$ cat config.mk
export PLATFORM = sky130hd
export DESIGN_NAME = masked_and_add_gate_prover_flat
export DESIGN_NICKNAME = d
export VERILOG_FILES = /design/src/rtl/magp_pkg.sv /design/src/rtl/magp_in_if.sv /design/src/rtl/magp_out_if.sv /design/src/rtl/magp_ctrl.sv /design/src/rtl/magp_dp.sv /design/src/rtl/masked_and_add_gate_prover.sv /design/src/flat_wrapper.sv
export SDC_FILE = /design/constraint.sdc
export NUM_CORES = 2
export LEC_CHECK = 0
export BUFFER_PORTS_ARGS = -buffer_cell sky130_fd_sc_hd__buf_2
export CORE_ASPECT_RATIO = 0.75
export CORE_MARGIN = 2
export CORE_UTILIZATION = 44
export DETAILED_ROUTE_END_ITERATION = 10
export PLACE_DENSITY = 0.71
export RECOVER_POWER = 100
export SLEW_MARGIN = 20
export SYNTH_ARGS = -nofsm -noshare
export SYNTH_HDL_FRONTEND = slang
export SYNTH_SLANG_ARGS = --single-unit
$ cat constraint.sdc
create_clock -name clk -period 33.6 [get_ports clk]
set_clock_uncertainty 0.1 [all_clocks]
set_input_delay 0 -clock clk [delete_from_list [all_inputs] [get_ports clk]]
set_output_delay 0 -clock clk [all_outputs]
set_load 0.02 [all_outputs]
$ cat src/rtl/magp_pkg.sv
package magp_pkg;

  localparam logic [31:0] ADD_CORR_MASK = 32'h7FFF_FFFF;

  // One input word as it enters the datapath.
  typedef struct packed {
    logic        kind;
    logic [31:0] x_public;
    logic [31:0] y_public;
    logic [31:0] x_mask_share;
    logic [31:0] y_mask_share;
    logic [31:0] fresh_mask;
    logic [31:0] product_share;
  } in_word_t;

  // One result word as it leaves the output register.
  typedef struct packed {
    logic [5:0]  party;
    logic [31:0] broadcast;
    logic [31:0] out_mask_share;
    logic [31:0] out_public;
    logic [31:0] correction;
    logic [11:0] gate_index;
    logic        last;
  } out_word_t;

  // Per-party entry of the share store.
  typedef struct packed {
    logic [31:0] x;
    logic [31:0] y;
    logic [31:0] m;
    logic [31:0] p;
  } share_t;

  // Commands from the controller to the datapath.
  typedef struct packed {
    logic load;
    logic first;
    logic finish;
    logic rd;
    logic emit;
    logic last;
    logic gate_adv;
  } cmd_t;

  typedef enum logic [1:0] {
    ST_LOAD,
    ST_FINISH,
    ST_EMIT
  } state_t;

  // Carry mask of a word: bit j is the XOR of bits 0 to j-1.
  function automatic logic [31:0] carry_mask(input logic [31:0] w);
    logic [31:0] v;
    v = w;
    v = v ^ (v << 1);
    v = v ^ (v << 2);
    v = v ^ (v << 4);
    v = v ^ (v << 8);
    v = v ^ (v << 16);
    return v << 1;
  endfunction

endpackage

$ cat src/rtl/magp_in_if.sv
interface magp_in_if;
  logic        valid;
  logic        ready;
  logic        kind;
  logic [31:0] x_public;
  logic [31:0] y_public;
  logic [31:0] x_mask_share;
  logic [31:0] y_mask_share;
  logic [31:0] fresh_mask;
  logic [31:0] product_share;

  modport source (
    output valid, kind, x_public, y_public, x_mask_share, y_mask_share,
           fresh_mask, product_share,
    input  ready
  );

  modport sink (
    input  valid, kind, x_public, y_public, x_mask_share, y_mask_share,
           fresh_mask, product_share,
    output ready
  );
endinterface

$ cat src/rtl/magp_out_if.sv
interface magp_out_if;
  logic        valid;
  logic        ready;
  logic [5:0]  party;
  logic [31:0] broadcast;
  logic [31:0] out_mask_share;
  logic [31:0] out_public;
  logic [31:0] correction;
  logic [11:0] gate_index;
  logic        last;

  modport source (
    output valid, party, broadcast, out_mask_share, out_public, correction,
           gate_index, last,
    input  ready
  );

  modport sink (
    input  valid, party, broadcast, out_mask_share, out_public, correction,
           gate_index, last,
    output ready
  );
endinterface

$ cat src/rtl/magp_ctrl.sv
module magp_ctrl
  import magp_pkg::*;
#(
  parameter int PARTIES = 16,
  localparam int PW = $clog2(PARTIES)
) (
  input  logic          clk,
  input  logic          rst,
  input  logic          in_valid,
  output logic          in_ready,
  output logic          out_valid,
  input  logic          out_ready,
  output cmd_t          cmd,
  output logic [PW-1:0] waddr,
  output logic [PW-1:0] raddr,
  output logic [PW-1:0] rd_idx
);

  localparam logic [PW-1:0] LAST_PARTY = PW'(PARTIES - 1);

  state_t        state;
  state_t        state_next;
  logic [PW-1:0] lcount;
  logic [PW-1:0] icount;
  logic          issued_all;
  logic          rd_valid;
  logic          adv_rd;
  logic          adv_out;

  assign waddr = lcount;
  assign raddr = icount;

  // Read stage moves into the output register when that register is free.
  assign adv_out = (state == ST_EMIT) && rd_valid && (!out_valid || out_ready);
  assign adv_rd  = (state == ST_EMIT) && !issued_all && (!rd_valid || adv_out);

  always_comb begin
    state_next   = state;
    in_ready     = 1'b0;
    cmd          = '0;
    cmd.rd       = adv_rd;
    cmd.emit     = adv_out;
    cmd.last     = (rd_idx == LAST_PARTY);
    case (state)
      ST_LOAD: begin
        in_ready = 1'b1;
        if (in_valid) begin
          cmd.load  = 1'b1;
          cmd.first = (lcount == '0);
          if (lcount == LAST_PARTY) begin
            state_next = ST_FINISH;
          end
        end
      end
      ST_FINISH: begin
        cmd.finish = 1'b1;
        state_next = ST_EMIT;
      end
      ST_EMIT: begin
        if (adv_out && rd_idx == LAST_PARTY) begin
          cmd.gate_adv = 1'b1;
          state_next   = ST_LOAD;
        end
      end
      default: begin
        state_next = ST_LOAD;
      end
    endcase
  end

  always_ff @(posedge clk) begin
    if (rst) begin
      state      <= ST_LOAD;
      lcount     <= '0;
      icount     <= '0;
      issued_all <= 1'b0;
      rd_valid   <= 1'b0;
      rd_idx     <= '0;
      out_valid  <= 1'b0;
    end else begin
      state <= state_next;
      if (cmd.load) begin
        lcount <= (lcount == LAST_PARTY) ? '0 : lcount + PW'(1);
      end
      if (cmd.finish) begin
        icount     <= '0;
        issued_all <= 1'b0;
        rd_valid   <= 1'b0;
      end else begin
        if (adv_rd) begin
          rd_idx <= icount;
          icount <= icount + PW'(1);
          if (icount == LAST_PARTY) begin
            issued_all <= 1'b1;
          end
        end
        if (adv_rd) begin
          rd_valid <= 1'b1;
        end else if (adv_out) begin
          rd_valid <= 1'b0;
        end
      end
      if (adv_out) begin
        out_valid <= 1'b1;
      end else if (out_ready) begin
        out_valid <= 1'b0;
      end
    end
  end

endmodule

$ cat src/rtl/magp_dp.sv
module magp_dp
  import magp_pkg::*;
#(
  parameter int PARTIES    = 16,
  parameter int GATE_SLOTS = 4096,
  localparam int PW = $clog2(PARTIES),
  localparam int GW = $clog2(GATE_SLOTS)
) (
  input  logic          clk,
  input  logic          rst,
  input  cmd_t          cmd,
  input  logic [PW-1:0] waddr,
  input  logic [PW-1:0] raddr,
  input  logic [PW-1:0] rd_idx,
  input  in_word_t      word_in,
  output out_word_t     word_out
);

  share_t        mem [PARTIES];
  share_t        rd_word;

  logic [31:0]   x_mask_sum;
  logic [31:0]   y_mask_sum;
  logic [31:0]   prod_sum;
  logic [31:0]   carry_mask_sum;
  logic [31:0]   fresh_sum;
  logic          gate_op;
  logic [31:0]   x_pub_latch;
  logic [31:0]   y_pub_latch;
  logic [GW-1:0] gate_counter;

  logic          op;
  logic [31:0]   gp;
  logic [31:0]   gq;
  logic [31:0]   corr;
  logic [31:0]   zh;
  logic [31:0]   k0;

  logic [31:0]   fin_corr;
  logic [31:0]   fin_zh;
  logic [31:0]   fin_p;
  logic [31:0]   fin_q;
  logic [31:0]   xv;
  logic [31:0]   yv;
  logic [31:0]   ch;
  logic [31:0]   lci;
  logic [31:0]   bcast;
  logic [31:0]   oms;

  // Share store: one write port for loading, one registered read port.
  always_ff @(posedge clk) begin
    if (cmd.load) begin
      mem[waddr] <= '{x: word_in.x_mask_share, y: word_in.y_mask_share,
                      m: word_in.fresh_mask, p: word_in.product_share};
    end
    if (cmd.rd) begin
      rd_word <= mem[raddr];
    end
  end

  // Gate-level values, formed once all shares have been summed.
  always_comb begin
    xv = x_pub_latch ^ x_mask_sum;
    yv = y_pub_latch ^ y_mask_sum;
    ch = ((xv + yv) ^ xv ^ yv) ^ carry_mask_sum;
    if (gate_op) begin
      fin_p    = x_pub_latch ^ ch;
      fin_q    = y_pub_latch ^ ch;
      fin_corr = (((x_mask_sum ^ carry_mask_sum) & (y_mask_sum ^ carry_mask_sum))
                  ^ prod_sum) & ADD_CORR_MASK;
      fin_zh   = x_pub_latch ^ y_pub_latch ^ ch;
    end else begin
      fin_p    = x_pub_latch;
      fin_q    = y_pub_latch;
      fin_corr = (x_mask_sum & y_mask_sum) ^ prod_sum;
      // XOR of all broadcast shares, folded through the running sums.
      fin_zh   = (x_pub_latch & y_mask_sum) ^ (y_pub_latch & x_mask_sum) ^ prod_sum
                 ^ fresh_sum ^ (x_pub_latch & y_pub_latch) ^ fin_corr;
    end
  end

  always_ff @(posedge clk) begin
    if (rst) begin
      x_mask_sum     <= '0;
      y_mask_sum     <= '0;
      prod_sum       <= '0;
      carry_mask_sum <= '0;
      fresh_sum      <= '0;
      gate_op        <= 1'b0;
      x_pub_latch    <= '0;
      y_pub_latch    <= '0;
      gate_counter   <= '0;
    end else begin
      if (cmd.load) begin
        x_mask_sum     <= x_mask_sum ^ word_in.x_mask_share;
        y_mask_sum     <= y_mask_sum ^ word_in.y_mask_share;
        prod_sum       <= prod_sum ^ word_in.product_share;
        carry_mask_sum <= carry_mask_sum ^ carry_mask(word_in.fresh_mask);
        fresh_sum      <= fresh_sum ^ word_in.fresh_mask;
        if (cmd.first) begin
          gate_op     <= word_in.kind;
          x_pub_latch <= word_in.x_public;
          y_pub_latch <= word_in.y_public;
        end
      end else if (cmd.finish) begin
        x_mask_sum     <= '0;
        y_mask_sum     <= '0;
        prod_sum       <= '0;
        carry_mask_sum <= '0;
        fresh_sum      <= '0;
      end
      if (cmd.gate_adv) begin
        gate_counter <= (gate_counter == GW'(GATE_SLOTS - 1)) ? '0
                        : gate_counter + GW'(1);
      end
    end
  end

  always_ff @(posedge clk) begin
    if (cmd.finish) begin
      op   <= gate_op;
      gp   <= fin_p;
      gq   <= fin_q;
      corr <= fin_corr;
      zh   <= fin_zh;
      k0   <= (fin_p & fin_q) ^ fin_corr;
    end
  end

  // Per-party result. For AND the carry mask is forced to zero, which
  // turns the ADD formula into the AND one.
  always_comb begin
    lci   = op ? carry_mask(rd_word.m) : '0;
    bcast = (gp & (rd_word.y ^ lci)) ^ (gq & (rd_word.x ^ lci)) ^ rd_word.p ^ rd_word.m;
    if (rd_idx == '0) begin
      bcast = bcast ^ k0;
    end
    oms = op ? (rd_word.x ^ rd_word.y ^ lci) : rd_word.m;
  end

  always_ff @(posedge clk) begin
    if (cmd.emit) begin
      word_out.party          <= 6'(rd_idx);
      word_out.broadcast      <= bcast;
      word_out.out_mask_share <= oms;
      word_out.out_public     <= zh;
      word_out.correction     <= corr;
      word_out.gate_index     <= 12'(gate_counter);
      word_out.last           <= cmd.last;
    end
  end

endmodule

$ cat src/rtl/masked_and_add_gate_prover.sv
// Channel   Dir  Interface     Words
// items     in   magp_in_if    one per party, PARTIES per gate, party 0 first
// results   out  magp_out_if   one per party after the gate's final item
//
// A gate loads one word per cycle while items are valid, PARTIES words in all,
// forms the gate-level values in the finish state, and then produces one
// result per cycle while the sink is ready, through a registered store read
// and the output register. The share store's single read port sets the
// result rate. Synchronous rst clears the control, the running sums and
// the gate counter; the share store is not cleared. A stalled results channel
// holds the read stage and the output register, and items are not taken while
// a gate's results are being produced.
module masked_and_add_gate_prover
  import magp_pkg::*;
#(
  parameter int PARTIES    = 16,
  parameter int GATE_SLOTS = 4096
) (
  input logic       clk,
  input logic       rst,
  magp_in_if.sink   items,
  magp_out_if.source results
);

  localparam int PW = $clog2(PARTIES);

  cmd_t          cmd;
  logic [PW-1:0] waddr;
  logic [PW-1:0] raddr;
  logic [PW-1:0] rd_idx;
  in_word_t      word_in;
  out_word_t     word_out;

  // Pack the incoming word for the datapath.
  assign word_in = '{kind: items.kind, x_public: items.x_public,
                     y_public: items.y_public, x_mask_share: items.x_mask_share,
                     y_mask_share: items.y_mask_share, fresh_mask: items.fresh_mask,
                     product_share: items.product_share};

  // The controller sequences loading, the finish cycle and the result pass.
  magp_ctrl #(
    .PARTIES (PARTIES)
  ) u_ctrl (
    .clk       (clk),
    .rst       (rst),
    .in_valid  (items.valid),
    .in_ready  (items.ready),
    .out_valid (results.valid),
    .out_ready (results.ready),
    .cmd       (cmd),
    .waddr     (waddr),
    .raddr     (raddr),
    .rd_idx    (rd_idx)
  );

  // The datapath holds the share store, the running sums and the output register.
  magp_dp #(
    .PARTIES    (PARTIES),
    .GATE_SLOTS (GATE_SLOTS)
  ) u_dp (
    .clk      (clk),
    .rst      (rst),
    .cmd      (cmd),
    .waddr    (waddr),
    .raddr    (raddr),
    .rd_idx   (rd_idx),
    .word_in  (word_in),
    .word_out (word_out)
  );

  assign results.party          = word_out.party;
  assign results.broadcast      = word_out.broadcast;
  assign results.out_mask_share = word_out.out_mask_share;
  assign results.out_public     = word_out.out_public;
  assign results.correction     = word_out.correction;
  assign results.gate_index     = word_out.gate_index;
  assign results.last           = word_out.last;

endmodule

$ cat src/flat_wrapper.sv
// flat-port wrapper written by rule: the top's interface ports become plain ports
module masked_and_add_gate_prover_flat import magp_pkg::*;
#(
  parameter int PARTIES    = 16,
  parameter int GATE_SLOTS = 4096
)
  (clk, rst, items_valid, items_kind, items_x_public, items_y_public, items_x_mask_share, items_y_mask_share, items_fresh_mask, items_product_share, items_ready, results_valid, results_party, results_broadcast, results_out_mask_share, results_out_public, results_correction, results_gate_index, results_last, results_ready);
  magp_in_if items_i ();
  magp_out_if results_i ();
  input logic clk;
  input logic rst;
  input wire logic [$bits(items_i.valid)-1:0] items_valid;
  input wire logic [$bits(items_i.kind)-1:0] items_kind;
  input wire logic [$bits(items_i.x_public)-1:0] items_x_public;
  input wire logic [$bits(items_i.y_public)-1:0] items_y_public;
  input wire logic [$bits(items_i.x_mask_share)-1:0] items_x_mask_share;
  input wire logic [$bits(items_i.y_mask_share)-1:0] items_y_mask_share;
  input wire logic [$bits(items_i.fresh_mask)-1:0] items_fresh_mask;
  input wire logic [$bits(items_i.product_share)-1:0] items_product_share;
  output wire logic [$bits(items_i.ready)-1:0] items_ready;
  output wire logic [$bits(results_i.valid)-1:0] results_valid;
  output wire logic [$bits(results_i.party)-1:0] results_party;
  output wire logic [$bits(results_i.broadcast)-1:0] results_broadcast;
  output wire logic [$bits(results_i.out_mask_share)-1:0] results_out_mask_share;
  output wire logic [$bits(results_i.out_public)-1:0] results_out_public;
  output wire logic [$bits(results_i.correction)-1:0] results_correction;
  output wire logic [$bits(results_i.gate_index)-1:0] results_gate_index;
  output wire logic [$bits(results_i.last)-1:0] results_last;
  input wire logic [$bits(results_i.ready)-1:0] results_ready;
  assign items_i.valid = items_valid;
  assign items_i.kind = items_kind;
  assign items_i.x_public = items_x_public;
  assign items_i.y_public = items_y_public;
  assign items_i.x_mask_share = items_x_mask_share;
  assign items_i.y_mask_share = items_y_mask_share;
  assign items_i.fresh_mask = items_fresh_mask;
  assign items_i.product_share = items_product_share;
  assign items_ready = items_i.ready;
  assign results_valid = results_i.valid;
  assign results_party = results_i.party;
  assign results_broadcast = results_i.broadcast;
  assign results_out_mask_share = results_i.out_mask_share;
  assign results_out_public = results_i.out_public;
  assign results_correction = results_i.correction;
  assign results_gate_index = results_i.gate_index;
  assign results_last = results_i.last;
  assign results_i.ready = results_ready;
  masked_and_add_gate_prover #(.PARTIES(PARTIES), .GATE_SLOTS(GATE_SLOTS)) u_core (.clk(clk), .rst(rst), .items(items_i), .results(results_i));
endmodule
==> reports/qor.yml <==
pwr:
  vdd_drop_max_mv: 0.0425
  p_leak_nw: 41.0
  p_sw_share_pct: 22.9
  p_seq_share_pct: 51.0
  power.share.clock_pct: 40.9
  p_int_w: 0.00581
  total_power_w: 0.00754
  p_switching_w: 0.00173
  comb_power_share_pct: 8.1
  power_density_nw_per_um2: 58.4
clocking:
  root_buffer: "clkbuf_16"
  cts_tree: "done"
  clock_latency_ns: 0.86
  clk_path_buf_depth: 4
  postCtsResizedCells: 0
  hold_buffers: 324
  htree_levels: 5
  cts_made_buffers: 276
  postCtsSetupRepairBufs: 0
  cts_sinks: 2735
  clkTransAtPathRegs_ns: 0.06
synth:
  synth_edf_count: 2482
  yosysTopAreaCell: "edfxtp_1"
  async_flop_share_pct: 0
  seq_area_frac_synth_pct: 71.2
  ys.flop_type: "edfxtp_1"
  synth-seq-cells: 2735
  yosysMostFrequentCell: "edfxtp_1"
  synthTopCellsByArea: "edfxtp_1 67%, mux4_2 13%, dfxtp_1 4.5%, xnor2_1 3.7%, nand2_1 1.7%"
  synth_area_per_cell_um2: 17.7
  ys_top_cells_by_count: "2482 x edfxtp_1, 640 x mux4_2, 519 x nand2_1"
  synthCells: 6313
  ys_warn_count: 0
  syn-cell-area_um2: 112000
  ys_types: 65
  synth_top_area_share_pct: 66.7
critical_path:
  r2r_setup_slack_ns: 15.06
  path_cells: "clkbuf_1 -> clkbuf_1 -> clkbuf_1 -> clkbuf_1 -> mux4_2 -> mux4_2"
  criticalPathCategory: "reg2reg"
  worstPathRequired_ns: 34.07
  reg2reg_from: "u_core.u_ctrl.raddr[1]$_SDFFE_PP0P_"
  critPathTopFamily: "buffers and inverters"
  slowest_stage: "clkbuf_1"
  reg2reg_to: "u_core.u_dp.rd_word[44]$_DFFE_PP_"
  max_stage_delay_ns: 5.62
  arrival_ns: 19.01
  cp_common_cell: "clkbuf_1"
  worst-path-buf-inv: 4
  cp-end-kind: "flop"
  critPathLaunchType: "flop"
  cp_num_cells: 6
  critPathMaxFanout: 116
  reg2reg_depth: 6
floorplan:
  die_x_um: 586
  initial_utilization_pct: 44.2
  placeableCoreArea_um2: 253000
  die_h_um: 440
  boundaryPins: 346
  die_area_um2: 258000
  rows: 160
hold_path:
  hold_end: "u_core.u_dp.prod_sum[17]$_SDFFE_PP0P_"
  hp-start: "rst"
  holdPathStages: 3
  hold_path.class: "in2reg"
timing:
  slew_violations: 3610
  fin_crit_ns: 18.54
  setup_viol: 0
  tightestPinTransition_ns: 11.51
  fmax_mhz: 53.9
  final_hold_viol_count: 0
  fin_tns_setup_ns: 0
  fin_crit_sh_pct: 55.2
  slew_headroom_pct: -667
  worst_slack_ns: 15.06
  rsz0062_at_grt: "no"
drt:
  ant_nets: 0
  via_per_inst: 5.94
  routed-via-count: 63479
  drc: 0
  dr.pass1.iters: 8
  postRouteWirelength_um: 320000
  drt_iter0_drc: 9092
  wl_per_cell_um: 30.0
place:
  io_buffers: 343
  pre_cts_ws_ns: 27.47
  gp_congestion: 0.864
  dp_hpwl_um: 192000
  placed_cell_area_um2: 118000
  dp.cells: 9853
global_routing:
  use_met3_pct: 5.87
  grt_max_degree: 122
  grt_pass1_wl_um: 451000
  grt_pass1_vias: 61766
  grtUsageMet1_pct: 35.5
  met2_usage_pct: 37.4
  top_usage_layer: "met2"
  antenna_found_initial: 78
  grt_usage_pct: 24.6
  grt_overflow: 0
run:
  maxCapViolCount: 76
final_layout:
  nNetsFinal: 7323
  stdcell_area_um2: 129000
  syn_to_final_growth_pct: 15.5
  drive_gt1_share_pct: 17.8
  fin_cells: 10683
run_status:
  outcome: "complete, but fails checks"
  violations: "max-capacitance violations, max-slew violations"
## cell usage in the layout (no fill, tap or decap), drive strengths merged, types with 14 or more instances in the layout
cell and count:
a21o 23, a21oi 369, a22oi 21, a31oi 38
and3 20, buf 93, bufinv 25, clkbuf 693
clkinv 90, clkinvlp 14, dfxtp 253, dlygate4sd3 324
edfxtp 2482, ha 68, inv 79, mux2 18
mux4 640, nand2 519, nand2b 42, nand3 170
nor2 175, nor3 16, o211ai 31, o21ai 95
o22ai 30, or2 141, or3 15, xnor2 480
xor2 188
## area by class of cell
type / count / area (um2)
antenna: 12 / 30.0
timing repair buffer: 762 / 5160
sequential: 2735 / 79600
clock inverter: 142 / 1500
inverter: 66 / 251
fill: 20354 / 124000
tap: 3402 / 4260
multi-input combinational: 3216 / 30700
clock buffer: 348 / 7470
## logic make-up after synthesis
family                   after synthesis  share of synthesized area, %
other                                  1                       0.00336
AND/OR/NAND/NOR                     1142                          4.65
multiplexers                         670                          13.2
adder cells (fa/ha/maj)               69                         0.779
flip-flops                          2735                          71.2
buffers and inverters                363                          1.23
AO/OA/AOI/OAI                        650                          3.29
XOR/XNOR                             683                          5.63
## power by group through the flow
stage               clock network [W]  logic [W]  registers (W)
CTS                           0.00312   0.000608        0.00383
global route                  0.00325   0.000657        0.00384
finish                        0.00309   0.000611        0.00384
detailed placement                  0   0.000566        0.00390
floorplan                           0   0.000387        0.00389
global placement                    0   0.000548        0.00390
## metal layers
layer  wire [um]  vias to the layer above
met5         332                        -
met4        9980                       52
met3       38300                      558
met2      146000                     3776
met1      126000                    32982
li1            -                    26111
## worst reg2reg max path: cells and delay by family (launching register included)
family / cells / cell delay (ns)
buffers and inverters: 4 / 15.00
flip-flops: 1 / 1.96
multiplexers: 2 / 1.21
## sequential cells by signal, summed over array words and instances (netlist names), 2 cells and up
signal and cells:
u_core.u_dp.x_mask_sum 32, u_core.u_dp.fresh_sum 32, u_core.u_dp.prod_sum 32, u_core.u_dp.corr 32
u_core.u_ctrl.raddr 4, u_core.u_dp.y_mask_sum 32, u_core.u_dp.rd_word 128, u_core.u_dp.zh 32
u_core.u_dp.gq 32, u_core.u_dp.y_pub_latch 32, u_core.u_ctrl.waddr 4, u_core.u_dp.word_out 145
u_core.u_dp.x_pub_latch 32, u_core.u_dp.k0 32, u_core.u_dp.mem 2048, u_core.u_ctrl.rd_idx 4
u_core.u_ctrl.state 2, u_core.u_dp.gp 32, u_core.u_dp.gate_counter 12, u_core.u_dp.carry_mask_sum 31
## worst max-delay path by stage
stage                                         from                                       end  slack (ns)
2_1_floorplan  u_core.u_ctrl.state[1]$_SDFFE_PP0P_           u_core.u_dp.mem[1][0]$_DFFE_PP_       22.32
6_report       u_core.u_ctrl.raddr[1]$_SDFFE_PP0P_         u_core.u_dp.rd_word[44]$_DFFE_PP_       15.06
5_1_grt        u_core.u_ctrl.raddr[1]$_SDFFE_PP0P_         u_core.u_dp.rd_word[44]$_DFFE_PP_       14.36
3_3_place_gp   u_core.u_ctrl.state[0]$_SDFFE_PP0P_  u_core.u_dp.y_pub_latch[17]$_SDFFE_PP0P_       27.53
3_5_place_dp   u_core.u_ctrl.state[0]$_SDFFE_PP0P_  u_core.u_dp.y_pub_latch[17]$_SDFFE_PP0P_       27.47
4_1_cts        u_core.u_ctrl.state[0]$_SDFFE_PP0P_  u_core.u_dp.y_pub_latch[19]$_SDFFE_PP0P_       26.93
## through the flow
stage | hold WS (ns) | utilization, %
after floorplan | -0.00113 | -
after global placement | 0.147 | 46.5
after detailed placement | 0.148 | 46.5
after CTS | 0.00170 | 51.3
after global routing | 0.0898 | 51.0
final | 0.125 | 51.0
Power figures use the tool's default switching activity.
